==> config.mk <==
export PLATFORM = sky130hd
export DESIGN_NAME = hfa_store
export DESIGN_NICKNAME = d
export VERILOG_FILES = /design/src/design/hfa_pkg.sv /design/src/design/hfa_store.sv
export SDC_FILE = /design/constraint.sdc
export NUM_CORES = 1
export LEC_CHECK = 0
export BUFFER_PORTS_ARGS = -buffer_cell sky130_fd_sc_hd__buf_2
export CORE_ASPECT_RATIO = 1.2
export CORE_MARGIN = 1
export CORE_UTILIZATION = 38
export DETAILED_ROUTE_END_ITERATION = 12
export SLEW_MARGIN = 20
export SYNTH_ARGS = -nofsm -noshare
export SYNTH_HDL_FRONTEND = slang
export SYNTH_SLANG_ARGS = --single-unit
==> constraint.sdc <==
create_clock -name i_clk -period 5 [get_ports i_clk]
set_input_delay 0.75 -clock i_clk [delete_from_list [all_inputs] [get_ports i_clk]]
set_output_delay 0.75 -clock i_clk [all_outputs]
set_load 0.05 [all_outputs]
==> src/design/hfa_pkg.sv <==
// Shared constants, types and state encodings for the hole-fit allocator.
// No dependencies; every other design file imports this package.
package hfa_pkg;

    localparam int MAX_HOLES   = 16;
    localparam int SIZE_BITS   = 16;
    localparam int HOLE_BITS   = $clog2(MAX_HOLES);
    localparam int CNT_BITS    = $clog2(MAX_HOLES + 1);
    localparam int HC_BITS     = 5;
    localparam int POLICY_BITS = 2;
    localparam int STATUS_BITS = 2;
    localparam int APB_AW      = 3;
    localparam int APB_DW      = 32;

    localparam logic [0:0] REG_FIT_POLICY = 1'b0;
    localparam logic [0:0] REG_HOLE_COUNT = 1'b1;

    localparam logic [HC_BITS-1:0] HOLE_COUNT_RESET = HC_BITS'(MAX_HOLES);

    typedef enum logic [POLICY_BITS-1:0] {
        FIT_FIRST,
        FIT_BEST,
        FIT_WORST,
        FIT_NEXT
    } t_fit_policy;

    typedef enum logic [STATUS_BITS-1:0] {
        ST_GRANTED,
        ST_NO_FIT,
        ST_REFUSED,
        ST_LOAD_DONE
    } t_status;

    typedef enum logic [2:0] {
        SQ_IDLE,
        SQ_SCAN,
        SQ_WRITE,
        SQ_PEAK,
        SQ_EMIT
    } t_seq_state;

    typedef struct packed {
        logic                 en;
        logic [HOLE_BITS-1:0] addr;
        logic [SIZE_BITS-1:0] free_size;
        logic [SIZE_BITS-1:0] used_size;
    } t_store_wr;

endpackage

==> src/design/hfa_store.sv <==
// Hole table: free-size and used-total memories, one write and one registered read port.
// Used totals read as zero until written (per-entry valid bits). Depends on hfa_pkg.
module hfa_store import hfa_pkg::*; (
    input  logic                 i_clk,
    input  logic                 i_rst_n,
    input  t_store_wr            i_wr,
    input  logic [HOLE_BITS-1:0] i_rd_addr,
    output logic [SIZE_BITS-1:0] o_rd_free,
    output logic [SIZE_BITS-1:0] o_rd_used
);

    logic [SIZE_BITS-1:0] r_free_mem [MAX_HOLES];
    logic [SIZE_BITS-1:0] r_used_mem [MAX_HOLES];
    logic [MAX_HOLES-1:0] r_used_vld;
    logic [SIZE_BITS-1:0] r_rd_free;
    logic [SIZE_BITS-1:0] r_rd_used;

    always_ff @(posedge i_clk) begin
        if (i_wr.en) begin
            r_free_mem[i_wr.addr] <= i_wr.free_size;
            r_used_mem[i_wr.addr] <= i_wr.used_size;
        end
        r_rd_free <= r_free_mem[i_rd_addr];
        r_rd_used <= r_used_vld[i_rd_addr] ? r_used_mem[i_rd_addr] : '0;
    end

    always_ff @(posedge i_clk) begin
        if (!i_rst_n) begin
            r_used_vld <= '0;
        end else if (i_wr.en) begin
            r_used_vld[i_wr.addr] <= 1'b1;
        end
    end

    assign o_rd_free = r_rd_free;
    assign o_rd_used = r_rd_used;

endmodule

== Yosys cells after proc, flatten, opt, wreduce, memory -nomap -nowiden ==
Memories as Yosys holds them, arrays and structs flattened. A register that Yosys moved wholly into a read port is not among the register bits.
Index checks and enable logic that the tools add are counted.

* Order comparisons: 3
* Bitwise logic cells: 1
* Add/sub/neg operators: 0
* Eq/ne operators: 0
* Multiply operators: 0
* Shift-type cells: 0
* Reductions and logical operators: 2
* Divide/modulo/power cells: 0
* Multiplexer cells: 6

{| class="wikitable"
|+ Operator list
! operator !! count
|-
| 16-bit OR || 1
|-
| 4-bit by 5-bit less-than comparator with 1-bit output (second input constant) || 2
|-
| 1-bit binary-select mux with 4-bit select || 1
|-
| 1-bit demux with 4-bit select || 1
|-
| 4-bit by 1-bit >= comparator with 1-bit output (second input constant) || 1
|-
| 1-bit 2-to-1 mux || 4
|-
| 1-bit logical AND || 1
|-
| 1-bit logical NOT || 1
|}

* Input port bits: 43
* Memories: 2
* Flip-flop bits (word level): 16
* Memory bits (read-only): 0
* Output and inout bits: 32
* RAM bits: 512
* Bits in latches: 0

{| class="wikitable"
|+ Memory list
! memory !! words !! width !! rd ports !! clocked after Yosys merged registers in !! write ports !! line !! source
|-
| r_free_mem || 16 || 16 || 1 || 1 || 1 || hfa_store.sv:12 || <nowiki>logic [SIZE_BITS-1:0] r_free_mem [MAX_HOLES];</nowiki>
|-
| r_used_mem || 16 || 16 || 1 || 1 || 1 || hfa_store.sv:13 || <nowiki>logic [SIZE_BITS-1:0] r_used_mem [MAX_HOLES];</nowiki>
|}

== Depth between registers and ports, before layout ==
* Word-level depth: 5
* Gate-level depth with buffers: 7
* Depth with buffers taken out: 4

== Worst setup path after synthesis ==
OpenSTA, ideal clock, no wires.

* Path type: in2reg
* Start: input i_wr[32] (netlist name)
* End: memory r_free_mem[0][0] (enable)
* Path slack: 1,016 ps
* Path buffers: 0
* Stages on the path: 2
* Arrival: 3,520 ps
* Required time: 4,536 ps
* Path through: or3b_2 > nor3_1

{| class="wikitable"
|+ RTL lines
! item !! line !! source
|-
| start: declaration || hfa_store.sv:6 || <nowiki>input t_store_wr i_wr,</nowiki>
|-
| end: declaration || hfa_store.sv:12 ||
|}

No word-level cell before the write port.

== Worst setup path after layout ==
* Start: input i_rd_addr[0]
* End: register r_rd_used[6], in the netlist o_rd_used[6], read port of r_used_mem

* Word-level cells in the longest chain between the ends: 3

{| class="wikitable"
|+ RTL lines
! item !! line !! source
|-
| start: declaration || hfa_store.sv:7 || <nowiki>input logic [HOLE_BITS-1:0] i_rd_addr,</nowiki>
|-
| 1-bit binary-select mux with 4-bit select || hfa_store.sv:24 || <nowiki>r_rd_used <= r_used_vld[i_rd_addr] ? r_used_mem[i_rd_addr] : '0;</nowiki>
|-
| 1-bit 2-to-1 mux (not written as such) || hfa_store.sv:24 ||
|-
| 1-bit logical NOT (no line) || - ||
|-
| end: declaration || hfa_store.sv:16 || <nowiki>logic [SIZE_BITS-1:0] r_rd_used;</nowiki>
|}

Several ways; a longest one is shown, not always the timed one. The select of a mux whose other input is x is not followed.
A chain may end at the register's enable or synchronous reset.

==> run_results.csv <==
group,metric,value,unit
status,status,"complete, no violations",
drt,wl,44200,µm
timing,tightest_slew,1.09,ns
synth,ys_types,22,
timing,setup_tns,0,ns
cells_and_area,fillers,4450,
worst_setup_path,path_cells,"clkbuf_8 -> mux4_2 -> a22o_1 -> nor2_2 -> a21oi_1",
timing,min_period,2.52,ns
synth,synth_mux_area_share,16.3,%
floorplanning,boundaryPins,75,
synth,synth-seq-cells,560,
pwr,power_density,416,mW/mm²
pwr,p_sw,2.00,mW
pwr,power.internal,7.82,mW
pwr,clkPwrFrac,41.6,%
pwr,power_frac_comb,5.0,%
synth,synth-xor-area-share,0,%
worst_hold_path,hp-class,"reg -> reg",
drt,routedWlPerCell,25.9,µm
cells_and_area,nets,1000,
cts,cts_tree,"done",
cts,clkLatencyLatePin,0.58,ns
synth,synth_compound_area_share,2.23,%
synth,syn_inst,845,
worst_setup_path,required,5.42,ns
cts,holdBufCountCts,0,
timing,report.final.slew_viol_count,0,
timing,setup_viol,0,
floorplanning,coreArea,0.0530,mm²
global_route,grt_pass1_wl,65400,µm
cells_and_area,register_area,0.0163,mm²
cells_and_area,multiInputGateArea,0.00405,mm²
drt,drt_iter0_drc,742,
floorplanning,initial_utilization,38.7,%
synth,syn-num-nets,888,
timing,rsz0062_at_grt,"false",
cts,cts_buffers,56,
cts,clkTransAtPathRegs,0.06,ns
synth,syn_area,0.0205,mm²
floorplanning,rows,92,
cells_and_area,drive_gt1_share,33.9,%
worst_setup_path,setup.worst_path.start_class,"primary input",
global_route,grt_pass1_vias,9867,
placement,io_buffer_count,74,
job,drv_cap,0,
synth,synth_top_family_by_area,"multiplexers",
drt,routed-via-count,9069,
pwr,p_seq_share,53.5,%
timing,hold_viol,0,
worst_setup_path,crit_family,"simple AND/OR/NAND/NOR gates",
drt,drcViolationCount,0,
synth,ys_warn_count,0,
placement,placed_area,0.0218,mm²
cts,clock_sinks,560,
synth,avgSynthCellArea,24.3,µm²
pwr,ir_drop,0.000247,V
timing,worst_hold_slack,0.462,ns
cells_and_area,n_antenna_cell,0,
cts,cts_setup_buffers,0,
worst_setup_path,crit_slowest_cell,"nor2_2",
global_route,grt_max_degree,64,
drt,dr_wl_met3,1790,µm
timing,fin_crit_sh,50.3,%
synth,ys_seq_area_share,79.6,%
synth,synth_simple_gate_area_share,0.677,%
drt,ant_nets,0,
floorplanning,die_h,256,µm
cts,cts_resized,0,
worst_setup_path,crit_path_end_kind,"flop",
synth,synthAdderAreaFrac,0,%
worst_setup_path,critPathBufInv,1,
drt,vias_per_cell,5.31,
drt,highest_layer,"met5",
global_route,gr-total-overflow,0,
drt,dr.pass1.iters,5,
timing,slew_headroom,26.9,%
pwr,swShare,20.4,%
global_route,antenna_found_initial,3,
floorplanning,dieArea,0.0549,mm²
global_route,grt_usage,16.4,%
worst_setup_path,crit_arrival,2.93,ns
cts,clockBufferDepth,3,
worst_setup_path,worstSetupPathType,"in -> reg",
cells_and_area,area_growth,15.2,%
cts,clockRootBuffer,"clkbuf_16",
floorplanning,die_x,214,µm
timing,fmax,0.397,GHz
timing,fin_skew,0.0129,ns
worst_setup_path,worstPathMaxFanout,44,
worst_setup_path,slowest_delay,0.76,ns
pwr,p_leak,7.45,nW
cts,h-tree-depth,2,
drt,wl_met2,23700,µm
drt,wl_met1,17800,µm
placement,gp_congestion,0.699,
placement,dp_hpwl,22900,µm
cells_and_area,fin_area,0.0236,mm²
==> cells in the mapped netlist, drive strengths merged <==
| cell type | instances | area (µm²) |
|---|---|---|
| edfxtp | 512 | 15400 |
| nor2b | 2 | 12.5 |
| nand2 | 1 | 3.75 |
| nor2 | 14 | 55.1 |
| dfxtp | 48 | 961 |
| nand3 | 1 | 5.00 |
| mux4 | 148 | 3330 |
| nor3 | 4 | 20.0 |
| o21a | 16 | 120 |
| a21oi | 16 | 80.1 |
| nand2b | 2 | 12.5 |
| and2 | 1 | 6.26 |
| clkbuf | 19 | 71.3 |
| a22o | 2 | 17.5 |
| a22oi | 32 | 240 |
| buf | 24 | 173 |
| or3b | 1 | 8.76 |
| nand3b | 2 | 15.0 |
==> sequential cells by signal, summed over array words and instances (netlist names) <==
name / count
r_free_mem: 256
o_rd_free: 16
r_used_vld: 16
r_used_mem: 256
o_rd_used: 16
==> power groups by stage <==
stage                     clock network, mW  registers, mW  logic [mW]
after global placement                    0           5.34       0.490
after CTS                              4.15           5.25       0.500
final                                  4.08           5.25       0.489
after floorplan                           0           5.40       0.258
after global routing                   4.32           5.25       0.522
after detailed placement                  0           5.35       0.499
==> layout by cell type, fill, tap and decap left out, drive strengths merged <==
| cell | count |
|---|---|
| nor2 | 14 |
| or3b | 1 |
| mux4 | 148 |
| nand3 | 1 |
| bufinv | 4 |
| nand2 | 1 |
| a22o | 2 |
| clkinv | 12 |
| clkbuf | 88 |
| buf | 96 |
| clkinvlp | 1 |
| nand2b | 2 |
| nor3 | 4 |
| nor2b | 2 |
| a22oi | 32 |
| o21a | 16 |
| nand3b | 2 |
| dfxtp | 48 |
| and2 | 1 |
| a21oi | 16 |
| edfxtp | 512 |
==> per-stage QoR <==
stage                     total power [mW]  utilization [%]  worst slack (ns)  instances
final                                 9.82             44.6              2.48       1708
after global routing                  10.1             44.6              2.39       1708
after CTS                             9.90             44.6              2.48       1708
after detailed placement              5.85             41.2              1.86       1604
after global placement                5.83             41.2              1.88       1604
after floorplan                       5.66                -              1.02        845
==> routing by layer <==
layer | track usage (%) | up-vias
li1 | - | 3857
met1 | 20.2 | 4933
met2 | 29.6 | 211
met3 | 2.41 | 64
met4 | 5.10 | 4
met5 | 0 | -
==> final timing paths <==
kind / start / to / slack (ns) / cells after the start
hold / removal: r_used_vld[0] / r_used_vld[0] / 0.46 / 1
setup reg to reg: r_used_vld[12] / o_rd_used[6] / 2.98 / 4
hold reg to reg: r_used_vld[0] / r_used_vld[0] / 0.46 / 1
setup / recovery: i_rd_addr[0] / o_rd_used[6] / 2.48 / 5
==> logic make-up (layout without fill, tap and decap cells) <==
logic type / count (synthesis) / in the layout
flops: 560 / 560
buf+inv: 43 / 201
mux: 148 / 148
compound gates: 66 / 66
simple gates: 28 / 28
==> area by class of cell <==
| type | instances | area share, % |
|---|---|---|
| clock buffers | 87 | 6.85 |
| multi-input cells | 242 | 17.1 |
| repair buffers | 97 | 2.40 |
| well taps | 705 | 3.73 |
| clock inverters | 17 | 0.752 |
| flip-flops and latches | 560 | 69.1 |
No activity file was read; power rests on OpenSTA's default activity.
